## src/sobel_edge_magnitude_macros.svh

```systemverilog
// Assertion helpers for the edge magnitude block.
// Both macros expect signals named clk and rst_n in the module that uses them.
`ifndef SOBEL_EDGE_MAGNITUDE_MACROS_SVH
`define SOBEL_EDGE_MAGNITUDE_MACROS_SVH
`ifndef SYNTH
// Same-cycle implication, checked on every rising edge outside reset.
`define SEM_ASSERT_IMPLY(label, ante, cons) \
    label: assert property (@(posedge clk) disable iff (!rst_n) (ante) |-> (cons)) \
        else $error("sobel edge magnitude: same-cycle check failed");
// Next-cycle implication, checked on every rising edge outside reset.
`define SEM_ASSERT_NEXT(label, ante, cons) \
    label: assert property (@(posedge clk) disable iff (!rst_n) (ante) |=> (cons)) \
        else $error("sobel edge magnitude: next-cycle check failed");
`else
`define SEM_ASSERT_IMPLY(label, ante, cons)
`define SEM_ASSERT_NEXT(label, ante, cons)
`endif
`endif

```

## src/sem_pkg.sv

```systemverilog
`default_nettype none

package sem_pkg;

    // Sizes and reset values.
    localparam int SEM_MAX_WIDTH   = 1024;
    localparam int WIDTH_BITS      = 11;
    localparam int HEIGHT_BITS     = 16;
    localparam int PIX_BITS        = 8;
    localparam int CFG_DATA_BITS   = 16;
    localparam int CFG_INDEX_BITS  = 1;
    localparam int CMD_QUEUE_DEPTH = 4;
    localparam int RES_QUEUE_DEPTH = 2;

    localparam logic [WIDTH_BITS-1:0]  WIDTH_RESET  = 11'd640;
    localparam logic [HEIGHT_BITS-1:0] HEIGHT_RESET = 16'd480;

    typedef logic [CFG_INDEX_BITS-1:0] cfg_index_t;

    // Register indexes of the configuration port.
    localparam cfg_index_t REG_IMAGE_WIDTH  = 1'b0;
    localparam cfg_index_t REG_IMAGE_HEIGHT = 1'b1;

    // Request operation codes.
    localparam logic OP_PIXEL = 1'b0;
    localparam logic OP_DRAIN = 1'b1;

    localparam logic [PIX_BITS-1:0] MAG_SATURATED = 8'd255;

    typedef logic [PIX_BITS-1:0] pixel_t;
    typedef logic signed [10:0]  grad_t;

    // Window layout: rows top, middle, bottom; within a row left, centre, right.
    typedef pixel_t [8:0] window_t;

    // Classification of one accepted request, passed from front to back.
    typedef struct packed {
        logic drain;      // drain request rather than a pixel
        logic first_row;  // pixel of the first row of the frame
        logic emit_main;  // pixel produces the result for the previous column
        logic emit_edge;  // pixel closes a row and produces the final column
        logic tail;       // pixel ends a row, or drain request is the last one
    } cmd_flags_t;

    typedef struct packed {
        logic [PIX_BITS-1:0] magnitude;
        logic                last_in_run;
        logic                end_of_frame;
    } result_t;

    // Horizontal gradient. At the right edge the window is read one column
    // further right, with the right column replicated.
    function automatic grad_t sobel_gx(input window_t win, input logic right_edge);
        logic signed [11:0] tl;
        logic signed [11:0] tr;
        logic signed [11:0] ml;
        logic signed [11:0] mr;
        logic signed [11:0] bl;
        logic signed [11:0] br;
        logic signed [11:0] s;
        tl = $signed({4'b0000, (right_edge ? win[1] : win[0])});
        tr = $signed({4'b0000, win[2]});
        ml = $signed({4'b0000, (right_edge ? win[4] : win[3])});
        mr = $signed({4'b0000, win[5]});
        bl = $signed({4'b0000, (right_edge ? win[7] : win[6])});
        br = $signed({4'b0000, win[8]});
        s  = (tr - tl) + ((mr - ml) <<< 1) + (br - bl);
        return grad_t'(s[10:0]);
    endfunction

    // Vertical gradient, top row minus bottom row.
    function automatic grad_t sobel_gy(input window_t win, input logic right_edge);
        logic signed [11:0] tl;
        logic signed [11:0] tc;
        logic signed [11:0] tr;
        logic signed [11:0] bl;
        logic signed [11:0] bc;
        logic signed [11:0] br;
        logic signed [11:0] s;
        tl = $signed({4'b0000, (right_edge ? win[1] : win[0])});
        tc = $signed({4'b0000, (right_edge ? win[2] : win[1])});
        tr = $signed({4'b0000, win[2]});
        bl = $signed({4'b0000, (right_edge ? win[7] : win[6])});
        bc = $signed({4'b0000, (right_edge ? win[8] : win[7])});
        br = $signed({4'b0000, win[8]});
        s  = (tl + (tc <<< 1) + tr) - (bl + (bc <<< 1) + br);
        return grad_t'(s[10:0]);
    endfunction

endpackage

`default_nettype wire

```

## src/sem_fifo.sv

```systemverilog
`default_nettype none

module sem_fifo #(
    parameter int WIDTH = sem_pkg::PIX_BITS,
    parameter int DEPTH = sem_pkg::CMD_QUEUE_DEPTH
) (
    input  wire logic             clk,
    input  wire logic             rst_n,
    input  wire logic             push,
    input  wire logic [WIDTH-1:0] wr_data,
    output logic                  full,
    input  wire logic             pop,
    output logic [WIDTH-1:0]      rd_data,
    output logic                  empty
);

    localparam int PW   = (DEPTH > 1) ? $clog2(DEPTH) : 1;
    localparam int CNTW = $clog2(DEPTH + 1);

    logic [WIDTH-1:0] mem [DEPTH];
    logic [PW-1:0]    wr_ptr_reg;
    logic [PW-1:0]    wr_ptr_next;
    logic [PW-1:0]    rd_ptr_reg;
    logic [PW-1:0]    rd_ptr_next;
    logic [CNTW-1:0]  count_reg;
    logic [CNTW-1:0]  count_next;
    logic             push_ok;
    logic             pop_ok;

    // Status and handshake qualification.
    assign full    = (count_reg == CNTW'(DEPTH));
    assign empty   = (count_reg == '0);
    assign push_ok = push && !full;
    assign pop_ok  = pop && !empty;
    assign rd_data = mem[rd_ptr_reg];

    // Pointer wrap and occupancy update.
    always_comb
    begin
        wr_ptr_next = wr_ptr_reg;
        rd_ptr_next = rd_ptr_reg;
        count_next  = count_reg;
        if (push_ok)
        begin
            wr_ptr_next = (wr_ptr_reg == PW'(DEPTH - 1)) ? '0 : wr_ptr_reg + PW'(1);
        end
        if (pop_ok)
        begin
            rd_ptr_next = (rd_ptr_reg == PW'(DEPTH - 1)) ? '0 : rd_ptr_reg + PW'(1);
        end
        if (push_ok && !pop_ok)
        begin
            count_next = count_reg + CNTW'(1);
        end
        else if (pop_ok && !push_ok)
        begin
            count_next = count_reg - CNTW'(1);
        end
    end

    always_ff @(posedge clk or negedge rst_n)
    begin
        if (!rst_n)
        begin
            wr_ptr_reg <= '0;
            rd_ptr_reg <= '0;
            count_reg  <= '0;
        end
        else
        begin
            wr_ptr_reg <= wr_ptr_next;
            rd_ptr_reg <= rd_ptr_next;
            count_reg  <= count_next;
        end
    end

    // Storage needs no reset.
    always_ff @(posedge clk)
    begin
        if (push_ok)
        begin
            mem[wr_ptr_reg] <= wr_data;
        end
    end

endmodule

`default_nettype wire

```

## config.mk

```make
export PLATFORM = sky130hd
export DESIGN_NAME = sem_fifo
export DESIGN_NICKNAME = d
export VERILOG_FILES = /design/src/sobel_edge_magnitude_macros.svh /design/src/sem_pkg.sv /design/src/sem_fifo.sv
export SDC_FILE = /design/constraint.sdc
export NUM_CORES = 1
export LEC_CHECK = 0
export BUFFER_PORTS_ARGS = -buffer_cell sky130_fd_sc_hd__buf_2
export CORE_ASPECT_RATIO = 1.2
export CORE_MARGIN = 4
export CORE_UTILIZATION = 35
export DETAILED_ROUTE_END_ITERATION = 16
export HOLD_SLACK_MARGIN = 0.15
export PLACE_DENSITY = 0.61
export SYNTH_ARGS = -nofsm -noshare
export SYNTH_HDL_FRONTEND = slang
export SYNTH_SLANG_ARGS = --single-unit
export TNS_END_PERCENT = 20
```

## constraint.sdc

```tcl
create_clock -name clk -period 2.6 [get_ports clk]
set_clock_uncertainty 0.1 [all_clocks]
set_input_delay 0.26 -clock clk [delete_from_list [all_inputs] [get_ports clk]]
set_output_delay 0.26 -clock clk [all_outputs]
set_load 0.01 [all_outputs]
```

==> flow_metrics.py <==
metrics = {
    "outcome": {
        "status": "completed",
    },
    "clock_network": {
        "cts_tree": "done",
        "numCtsBuffers": 5,
        "htreeDepth": 2,
        "cts_resized": 0,
        "clkTransAtPathRegs_ns": 0.07,
        "cts_buffer_depth": 2,
        "cts_num_sinks": 39,
        "insertion_delay_ns": 0.28,
        "root_buffer": "clkbuf_8",
    },
    "pwr": {
        "power_w": 0.00203,
        "power_density_mw_per_mm2": 1040,
        "sw_frac_of_total_pct": 31.1,
        "power.internal_w": 0.00140,
        "power_frac_seq_pct": 49.0,
        "clockPowerShare_pct": 18.7,
        "p_leak_nw": 0.730,
        "comb_power_share_pct": 32.3,
        "p_sw_w": 0.000633,
        "ir_drop_mv": 0.534,
    },
    "final_layout": {
        "multi_input_area_um2": 453,
        "largest_register_ffs": 32,
        "most-common-layout-cells": "edfxtp_1, buf_2, dlygate4sd3_1",
        "nNetsFinal": 132,
        "drive_gt1_share_pct": 41.2,
        "area_growth_pct": 20.3,
        "final_common_cell": "edfxtp_1",
        "utilization_pct": 44.7,
        "seqCellArea_mm2": 0.00114,
        "n_antenna_cell": 0,
        "fillers": 396,
    },
    "die": {
        "core_area_mm2": 0.00436,
        "start_util_pct": 37.2,
        "num_rows": 26,
        "ios": 22,
        "die_h_um": 82.5,
        "dieArea_mm2": 0.00579,
        "die_x_um": 70.1,
    },
    "yosys": {
        "synthTopCellsByArea": "edfxtp_1, mux4_2, dfrtp_1",
        "syn_area_per_cell_um2": 20.5,
        "yosys.area.top_type": "edfxtp_1",
        "syn_area_mm2": 0.00162,
        "yosysTopAreaCellShare_pct": 59.3,
        "yosysWarnings": 0,
        "synth_nets": 98,
        "netlist_instances": 79,
        "synth_cell_types": 19,
        "synth_seq_cells": 39,
        "synth-seq-area-share_pct": 70.1,
    },
    "job": {
        "drv_cap": 0,
    },
    "place": {
        "pre_cts_slack_ns": 0.471,
        "gp_congestion": 0.713,
        "io_buffers": 21,
        "hpwl_mm": 1.87,
    },
    "detailed_routing": {
        "drc_errors": 0,
        "drtPass1Iterations": 4,
        "dr.first_iter.drc_count": 63,
        "postRouteAntennaNets": 0,
        "wl_per_cell_um": 15.3,
        "drt_wl_total_mm": 2.61,
        "via_per_inst": 4.69,
        "num_vias": 797,
    },
    "sta": {
        "worst_slew_pin_slew_ns": 0.569,
        "fin_ws_ns": 0.417,
        "timing.final.crit_share_pct": 83.9,
        "rsz0062_at_grt": "no",
        "setup_viol": 0,
        "clock.fmax_mhz": 458,
        "slew_headroom_pct": 62.0,
        "hold_viol_final": 0,
        "fin_crit_ns": 2.18,
        "slew_violations": 0,
        "tns_ns": 0,
    },
    "worst_setup_path": {
        "critPathCaptureType": "flip-flop",
        "start_kind": "flip-flop",
        "critPathArrivalTime_ns": 2.29,
        "crit_type": "flip-flop to flip-flop",
        "cp_max_fo": 4,
        "crit_required_ns": 2.71,
    },
    "global_route": {
        "track_usage_pct": 9.89,
        "grt_antenna_before_repair": 0,
        "grt_overflow_total": 0,
        "grt_pass1_wl_mm": 4.28,
        "grt_pass1_vias": 929,
        "grt_max_degree": 13,
    },
    "min_path": {
        "hold_class": "input port to async pin",
    },
}
==> metal layers <==
metal | part of all wire (%) | track usage [%] | up-vias
met2 | 52 | 17.3 | 19
li1 | - | - | 368
met1 | 41 | 10.9 | 403
met3 | 4.1 | 2.42 | 7
met4 | 2.3 | 6.32 | 0
met5 | 0 | 0 | -
==> logic make-up after synthesis <==
family | after synthesis | synth area share, %
simple gates | 11 | 5.41
buf+inv | 6 | 1.93
mux | 13 | 15.1
xor+xnor | 3 | 1.62
flops | 39 | 70.1
fa+ha+maj | 7 | 5.87
==> power by group through the flow <==
| stage | Combinational [W] | Clock [W] | Sequential [W] |
|---|---|---|---|
| after floorplan | 0.000540 | 0 | 0.000924 |
| after global routing | 0.000722 | 0.000416 | 0.00103 |
| final | 0.000657 | 0.000380 | 0.000998 |
| after global placement | 0.000630 | 0 | 0.00100 |
| after detailed placement | 0.000662 | 0 | 0.00101 |
| after CTS | 0.000674 | 0.000391 | 0.00100 |
==> Yosys cell counts <==
cell	instances
edfxtp_1	32
mux4_2	8
dfrtp_1	7
ha_1	6
and2_2	4
inv_1	3
mux2_2	3
nor2_1	3
mux2_4	2
xor2_1	2
buf_1	1
buf_2	1
buf_6	1
fa_1	1
nand2b_4	1
nor2b_2	1
nor3_1	1
nor3b_4	1
xnor2_1	1
==> area by class of cell <==
| cell class | instances | area share (%) |
|---|---|---|
| sequential | 39 | 58.3 |
| multi-input combinational | 34 | 23.2 |
| timing repair buffer | 30 | 10.0 |
| tap | 56 | 3.59 |
| clock buffer | 5 | 3.53 |
| clock inverter | 3 | 0.770 |
| inverter | 3 | 0.578 |
==> through the flow <==
stage               hold WS [ns]  cell area, um2  std cells
floorplan                 -0.136            1620         79
global placement         0.00169            1780        153
detailed placement       0.00675            1780        153
CTS                        0.238            1950        170
global route               0.248            1950        170
finish                     0.240            1950        170
==> critical path, stage by stage, from the launching register on <==
cell and delay (ns):
dfrtp_1 0.47, nor3_1 0.27, nand2b_4 0.20, ha_1 0.18, inv_1 0.06, fa_1 0.38, xor2_1 0.15, nor2_1 0.12
xor2_1 0.17
==> what timing repair did <==
| item | in CTS | in global routing |
|---|---|---|
| endpoints found under the hold margin | 39 | 0 |
| buffers inserted | 0 | 0 |
| hold buffers | 9 | 0 |
==> path summary, 6_finish.rpt <==
kind                               from             to  slack (ns)  depth (start not counted)
max in group asynchronous         rst_n  wr_ptr_reg[0]        1.99                          2
setup reg to reg           count_reg[0]   count_reg[2]        0.42                          8
setup / recovery           count_reg[0]   count_reg[2]        0.42                          8
hold reg to reg            count_reg[2]   count_reg[2]        0.42                          1
hold / removal                    rst_n   count_reg[2]        0.24                          2
min in group clk                    pop  rd_ptr_reg[0]        0.24                          3
Power figures use the tool's default switching activity.
