`src/sobel_edge_magnitude_macros.svh`:
```
// Assertion helpers for the edge magnitude block.
// Both macros expect signals named clk and rst_n in the module that uses them.
`ifndef SOBEL_EDGE_MAGNITUDE_MACROS_SVH
`define SOBEL_EDGE_MAGNITUDE_MACROS_SVH
`ifndef SYNTH
// Same-cycle implication, checked on every rising edge outside reset.
`define SEM_ASSERT_IMPLY(label, ante, cons) \
    label: assert property (@(posedge clk) disable iff (!rst_n) (ante) |-> (cons)) \
        else $error("sobel edge magnitude: same-cycle check failed");
// Next-cycle implication, checked on every rising edge outside reset.
`define SEM_ASSERT_NEXT(label, ante, cons) \
    label: assert property (@(posedge clk) disable iff (!rst_n) (ante) |=> (cons)) \
        else $error("sobel edge magnitude: next-cycle check failed");
`else
`define SEM_ASSERT_IMPLY(label, ante, cons)
`define SEM_ASSERT_NEXT(label, ante, cons)
`endif
`endif

```
`src/sem_pkg.sv`:
```
`default_nettype none

package sem_pkg;

    // Sizes and reset values.
    localparam int SEM_MAX_WIDTH   = 1024;
    localparam int WIDTH_BITS      = 11;
    localparam int HEIGHT_BITS     = 16;
    localparam int PIX_BITS        = 8;
    localparam int CFG_DATA_BITS   = 16;
    localparam int CFG_INDEX_BITS  = 1;
    localparam int CMD_QUEUE_DEPTH = 4;
    localparam int RES_QUEUE_DEPTH = 2;

    localparam logic [WIDTH_BITS-1:0]  WIDTH_RESET  = 11'd640;
    localparam logic [HEIGHT_BITS-1:0] HEIGHT_RESET = 16'd480;

    typedef logic [CFG_INDEX_BITS-1:0] cfg_index_t;

    // Register indexes of the configuration port.
    localparam cfg_index_t REG_IMAGE_WIDTH  = 1'b0;
    localparam cfg_index_t REG_IMAGE_HEIGHT = 1'b1;

    // Request operation codes.
    localparam logic OP_PIXEL = 1'b0;
    localparam logic OP_DRAIN = 1'b1;

    localparam logic [PIX_BITS-1:0] MAG_SATURATED = 8'd255;

    typedef logic [PIX_BITS-1:0] pixel_t;
    typedef logic signed [10:0]  grad_t;

    // Window layout: rows top, middle, bottom; within a row left, centre, right.
    typedef pixel_t [8:0] window_t;

    // Classification of one accepted request, passed from front to back.
    typedef struct packed {
        logic drain;      // drain request rather than a pixel
        logic first_row;  // pixel of the first row of the frame
        logic emit_main;  // pixel produces the result for the previous column
        logic emit_edge;  // pixel closes a row and produces the final column
        logic tail;       // pixel ends a row, or drain request is the last one
    } cmd_flags_t;

    typedef struct packed {
        logic [PIX_BITS-1:0] magnitude;
        logic                last_in_run;
        logic                end_of_frame;
    } result_t;

    // Horizontal gradient. At the right edge the window is read one column
    // further right, with the right column replicated.
    function automatic grad_t sobel_gx(input window_t win, input logic right_edge);
        logic signed [11:0] tl;
        logic signed [11:0] tr;
        logic signed [11:0] ml;
        logic signed [11:0] mr;
        logic signed [11:0] bl;
        logic signed [11:0] br;
        logic signed [11:0] s;
        tl = $signed({4'b0000, (right_edge ? win[1] : win[0])});
        tr = $signed({4'b0000, win[2]});
        ml = $signed({4'b0000, (right_edge ? win[4] : win[3])});
        mr = $signed({4'b0000, win[5]});
        bl = $signed({4'b0000, (right_edge ? win[7] : win[6])});
        br = $signed({4'b0000, win[8]});
        s  = (tr - tl) + ((mr - ml) <<< 1) + (br - bl);
        return grad_t'(s[10:0]);
    endfunction

    // Vertical gradient, top row minus bottom row.
    function automatic grad_t sobel_gy(input window_t win, input logic right_edge);
        logic signed [11:0] tl;
        logic signed [11:0] tc;
        logic signed [11:0] tr;
        logic signed [11:0] bl;
        logic signed [11:0] bc;
        logic signed [11:0] br;
        logic signed [11:0] s;
        tl = $signed({4'b0000, (right_edge ? win[1] : win[0])});
        tc = $signed({4'b0000, (right_edge ? win[2] : win[1])});
        tr = $signed({4'b0000, win[2]});
        bl = $signed({4'b0000, (right_edge ? win[7] : win[6])});
        bc = $signed({4'b0000, (right_edge ? win[8] : win[7])});
        br = $signed({4'b0000, win[8]});
        s  = (tl + (tc <<< 1) + tr) - (bl + (bc <<< 1) + br);
        return grad_t'(s[10:0]);
    endfunction

endpackage

`default_nettype wire

```
`src/sem_front.sv`:
```
`default_nettype none
`include "sobel_edge_magnitude_macros.svh"

module sem_front #(
    parameter int MAX_WIDTH = sem_pkg::SEM_MAX_WIDTH
) (
    input  wire logic                               clk,
    input  wire logic                               rst_n,
    input  wire logic                               cfg_we,
    input  wire sem_pkg::cfg_index_t                cfg_index,
    input  wire logic [sem_pkg::CFG_DATA_BITS-1:0]  cfg_wdata,
    input  wire logic                               push,
    input  wire logic                               op,
    input  wire sem_pkg::pixel_t                    pixel,
    input  wire logic                               cmd_full,
    output logic                                    cmd_push,
    output sem_pkg::cmd_flags_t                     cmd_flags,
    output sem_pkg::pixel_t                         cmd_pixel,
    output logic [$clog2(MAX_WIDTH)-1:0]            cmd_col
);

    import sem_pkg::*;

    localparam int AW = $clog2(MAX_WIDTH);
    localparam int CW = ((AW > WIDTH_BITS) ? AW : WIDTH_BITS) + 1;

    logic [WIDTH_BITS-1:0]  width_reg;
    logic [HEIGHT_BITS-1:0] height_reg;
    logic [AW-1:0]          col_reg;
    logic [AW-1:0]          col_next;
    logic [HEIGHT_BITS-1:0] row_reg;
    logic [HEIGHT_BITS-1:0] row_next;
    logic [AW-1:0]          drain_reg;
    logic [AW-1:0]          drain_next;
    logic                   phase_drain_reg;
    logic                   phase_drain_next;

    logic [CW-1:0]          width_nz;
    logic [CW-1:0]          width_act;
    logic [CW-1:0]          col_x_ext;
    logic [CW-1:0]          drain_d_ext;
    logic [AW-1:0]          col_x;
    logic [AW-1:0]          drain_d;
    logic [HEIGHT_BITS:0]   height_act;
    logic [HEIGHT_BITS:0]   row_inc;
    logic                   row_end;
    logic                   last_row;
    logic                   drain_last;
    logic                   accept;
    logic                   take_pixel;
    logic                   take_drain;

    // Width and height in use, with out-of-range values clamped.
    always_comb
    begin
        width_nz   = (width_reg == '0) ? CW'(1) : CW'(width_reg);
        width_act  = (width_nz > CW'(MAX_WIDTH)) ? CW'(MAX_WIDTH) : width_nz;
        height_act = (height_reg == '0) ? (HEIGHT_BITS + 1)'(1) : {1'b0, height_reg};
    end

    // Current column and drain position, clamped to the row width.
    always_comb
    begin
        col_x_ext   = (CW'(col_reg) >= width_act) ? width_act - CW'(1) : CW'(col_reg);
        drain_d_ext = (CW'(drain_reg) >= width_act) ? width_act - CW'(1) : CW'(drain_reg);
        col_x       = col_x_ext[AW-1:0];
        drain_d     = drain_d_ext[AW-1:0];
        row_end     = (col_x_ext + CW'(1)) >= width_act;
        drain_last  = (drain_d_ext + CW'(1)) >= width_act;
        row_inc     = {1'b0, row_reg} + (HEIGHT_BITS + 1)'(1);
        last_row    = row_inc >= height_act;
    end

    // Requests that do not fit the current phase are taken and dropped.
    assign accept     = push && !cmd_full;
    assign take_pixel = accept && (op == OP_PIXEL) && !phase_drain_reg;
    assign take_drain = accept && (op == OP_DRAIN) && phase_drain_reg;

    // Classification handed to the back end.
    always_comb
    begin
        cmd_push            = take_pixel || take_drain;
        cmd_flags.drain     = phase_drain_reg;
        cmd_flags.first_row = (row_reg == '0);
        cmd_flags.emit_main = (row_reg != '0) && (col_x != '0);
        cmd_flags.emit_edge = (row_reg != '0) && row_end;
        cmd_flags.tail      = phase_drain_reg ? drain_last : row_end;
        cmd_pixel           = pixel;
        cmd_col             = phase_drain_reg ? drain_d : col_x;
    end

    // Raster position and frame phase.
    always_comb
    begin
        col_next         = col_reg;
        row_next         = row_reg;
        drain_next       = drain_reg;
        phase_drain_next = phase_drain_reg;
        if (take_pixel)
        begin
            if (row_end)
            begin
                col_next = '0;
                if (last_row)
                begin
                    row_next         = '0;
                    drain_next       = '0;
                    phase_drain_next = 1'b1;
                end
                else
                begin
                    row_next = row_inc[HEIGHT_BITS-1:0];
                end
            end
            else
            begin
                col_next = AW'(col_x_ext + CW'(1));
            end
        end
        else if (take_drain)
        begin
            if (drain_last)
            begin
                drain_next       = '0;
                phase_drain_next = 1'b0;
            end
            else
            begin
                drain_next = AW'(drain_d_ext + CW'(1));
            end
        end
    end

    always_ff @(posedge clk or negedge rst_n)
    begin
        if (!rst_n)
        begin
            col_reg         <= '0;
            row_reg         <= '0;
            drain_reg       <= '0;
            phase_drain_reg <= 1'b0;
        end
        else
        begin
            col_reg         <= col_next;
            row_reg         <= row_next;
            drain_reg       <= drain_next;
            phase_drain_reg <= phase_drain_next;
        end
    end

    // Configuration registers.
    always_ff @(posedge clk or negedge rst_n)
    begin
        if (!rst_n)
        begin
            width_reg  <= WIDTH_RESET;
            height_reg <= HEIGHT_RESET;
        end
        else if (cfg_we)
        begin
            case (cfg_index)
                REG_IMAGE_WIDTH:  width_reg  <= cfg_wdata[WIDTH_BITS-1:0];
                REG_IMAGE_HEIGHT: height_reg <= cfg_wdata[HEIGHT_BITS-1:0];
                default:          ;
            endcase
        end
    end

    // The last pixel of the last row switches to draining, and the last
    // drain request returns to pixels at column zero.
    `SEM_ASSERT_NEXT(a_frame_end_drains, take_pixel && row_end && last_row, phase_drain_reg)
    `SEM_ASSERT_NEXT(a_drain_end_receives, take_drain && drain_last, !phase_drain_reg && drain_reg == '0)

endmodule

`default_nettype wire

```
`config.mk`:
```
export PLATFORM = sky130hd
export DESIGN_NAME = sem_front
export DESIGN_NICKNAME = d
export VERILOG_FILES = /design/src/sem_pkg.sv /design/src/sem_front.sv
export VERILOG_INCLUDE_DIRS = /design/src /design/src/src
export SDC_FILE = /design/constraint.sdc
export NUM_CORES = 1
export LEC_CHECK = 0
export BUFFER_PORTS_ARGS = -buffer_cell sky130_fd_sc_hd__buf_4
export CAP_MARGIN = 20
export CORE_UTILIZATION = 50
export DETAILED_ROUTE_END_ITERATION = 12
export PLACE_DENSITY = 0.77
export SETUP_SLACK_MARGIN = 0.05
export SYNTH_ARGS = -nofsm -noshare
export SYNTH_HDL_FRONTEND = slang
export SYNTH_SLANG_ARGS = --single-unit
```
`constraint.sdc`:
```
create_clock -name clk -period 6.8 [get_ports clk]
set_input_delay 1.02 -clock clk [delete_from_list [all_inputs] [get_ports clk]]
set_output_delay 1.02 -clock clk [all_outputs]
set_load 0.01 [all_outputs]
```
==> metrics.csv <==
metric,value,unit
first-pass GRT wire length,24200,um
fin crit share,93.6,%
syn nets,704,
clk root buf,clkbuf_8,
Num CTS Buffers,9,
Fill cells,942,
Post-synth top cells,"ha_1 (64), dfrtp_1 (58), nand2_1 (47)",
Final Non-Filler Cells,777,
reg2reg path depth,23,
area delta synth->final,10.4,%
# IOs,55,
ANT nets after route,0,
Ys Warns,0,
Final Power,2.25,mW
Max VDD drop,0.252,mV
Die Height,107,um
met1 WL,6400,um
clk buf depth,2,
row count,38,
number of synthesized register bits,64,
final wirelength,14900,um
clock latency on the worst-skew pair,370,ps
Layout Nets,727,
"Max FO, Critical Path",13,
hold violation count in the final report,0,
Total GRT Usage,27.3,%
Worst Clk Skew,23.2,ps
r2r endpoint,row_reg[15],
minimum clock period,6370,ps
Leak,2.85,nW
Placed Cells,756,
Worst EP required,5780,ps
actual slew at the worst max-slew pin,997,ps
Placer Congestion,0.929,
Crit Path Class,reg2out,
DR vias,4813,
mapped cell area,5530,um2
post-synth top area cell,dfrtp_1,
sink of the worst hold path,height_reg[14],
clock tree from TritonCTS,done,
unrepaired setup endpoints after global routing,no,
syn_area_per_cell,9.08,um2
clock slew at reported path FFs,80,ps
pwr dens,368,nW/um2
setup violators final,0,
Core ar.,10800,um2
initial core utilization,51.2,%
Initial DRT Pass Iterations,5,
Hold Path Origin,height_reg[14],
vias in the first global route,4767,
die area,11500,um2
status,"finished, final reports clean",
Via-to-Cell Ratio,6.19,
GRT overflow,0,
Buffers on Ports,38,
hold buffer count at CTS,0,
CP Launch Type,flip-flop,
sequential-to-total area share from yosys stat,29.1,%
top-count cell post-synth,ha_1,
CTS H-tree depth,3,
reg2reg start,width_reg[3],
CTS sink count,64,
Unique masters post-synth,61,
antenna violations before repair,0,
Worst Hold Class,reg2reg,
Post-synth EDFFs,0,
CP endpoint kind,output pin,
Die X,107,um
met3 wire length,1040,um
Pins Over Slew Limit,0,
Mapped Cells,609,
DRC viols,0,
dominant synthesized flop cell,dfrtp_1,
metal2 WL,7060,um
largest cells by area after synthesis,"dfrtp_1 (26%), ha_1 (14%), mux2_2 (5.9%)",
"Arr. time, crit path",5350,ps
Worst slew margin,33.4,%
Max Fclk,157,MHz
reg2reg setup slack,990,ps
"FFs w/ async S/R, synth",100,%
Post-DP HPWL,11100,um
layout cells sized above 1,19.3,%
worst hold stages,1,
highest routed layer,met4,
ANT cells,0,
largest net degree at the start of global routing,65,
starting DRC count in detailed routing,337,
setup_tns,0,ps
Max-Cap Viols,0,
Yosys top cell area share,26.3,%
WL per Instance,19.2,um
## power by group
part | switching (mW) | internal [mW]
Combinational | 0.752 | 0.605
Sequential | 0.120 | 0.457
Clock | 0.170 | 0.143
## worst max-delay path, stage by stage, from the launching register on
cell	delay (ps)
dfrtp_1	550
nor4_4	300
a31oi_1	120
or2_2	360
clkinvlp_4	170
ha_1	240
nand2b_1	140
a31oi_1	180
o21bai_1	150
a21o_1	280
nand2_1	80
o21ai_0	130
inv_1	110
ha_1	310
nand3_1	140
xnor2_1	140
o21ai_0	320
ha_1	300
o21ai_0	180
a21oi_1	110
a221oi_2	370
a21oi_1	120
buf_4	190
## routing by layer
layer	global-route usage, %	vias to the layer above
li1	-	2279
met3	5.84	35
met2	43.8	207
met5	0	-
met4	11.8	0
met1	35.4	2292
## timing repair
action                                  CTS  global route
endpoints found under the setup margin    1             2
pin swaps                                 0             2
buffers inserted                          0             5
resized for setup                         1             7
## stage by stage
stage	utilization (%)	worst slack, ps	cell area, um2	hold WS, ps
detailed placement	54.2	444	5850	523
floorplan	-	1020	5530	481
finish	56.6	434	6110	541
global placement	54.2	642	5850	522
CTS	55.9	110	6040	541
global route	56.6	53.2	6110	558
## how the worst max path moves through the flow
stage,start,endpoint,slack (ps)
floorplan,width_reg[0],cmd_flags[0],1020
global placement,width_reg[2],cmd_flags[0],640
detailed placement,width_reg[2],cmd_flags[0],440
CTS,width_reg[6],cmd_flags[0],110
global route,width_reg[3],cmd_flags[0],50
finish,width_reg[3],cmd_flags[0],430
## placed cells by master, fill, tap and decap left out, drive strengths merged, types with 9 or more instances in the layout
master / Yosys / routed
a21o: 17 / 17
nor2b: 9 / 9
a22o: 23 / 23
xnor2: 20 / 20
nand2: 47 / 47
xor2: 13 / 13
buf: 19 / 49
nor2: 28 / 28
o21ai: 38 / 38
inv: 37 / 37
dfrtp: 58 / 58
mux2: 29 / 29
o31ai: 12 / 12
clkbuf: 18 / 10
nand2b: 9 / 9
nor4: 9 / 9
ha: 64 / 64
nand4: 9 / 9
nor3: 10 / 10
a21oi: 21 / 21
mux2i: 18 / 18
nand3: 19 / 19
## cells by family (layout without fill, tap and decap cells)
kind of cell	count (synthesis)	count (layout)	synth area share (%)
xor gates and xnor gates	33	33	5.23
muxes	47	47	9.16
DFF	64	64	29.1
AOI/OAI and AO/OA	153	153	19.3
buffers and inverters	74	102	6.02
adders and majority gates	64	64	14.5
and+or+nand+nor	174	174	16.7
## final cells by class
cell class / instances / area, um2 / area share (%)
flip-flops and latches: 64 / 1610 / 26.4
clock buffers: 10 / 138 / 2.25
inverters: 37 / 143 / 2.34
repair buffers: 49 / 368 / 6.02
clock inverters: 6 / 43.8 / 0.717
well taps: 140 / 175 / 2.87
multi-input cells: 471 / 3630 / 59.4
Power figures use the tool's default switching activity.
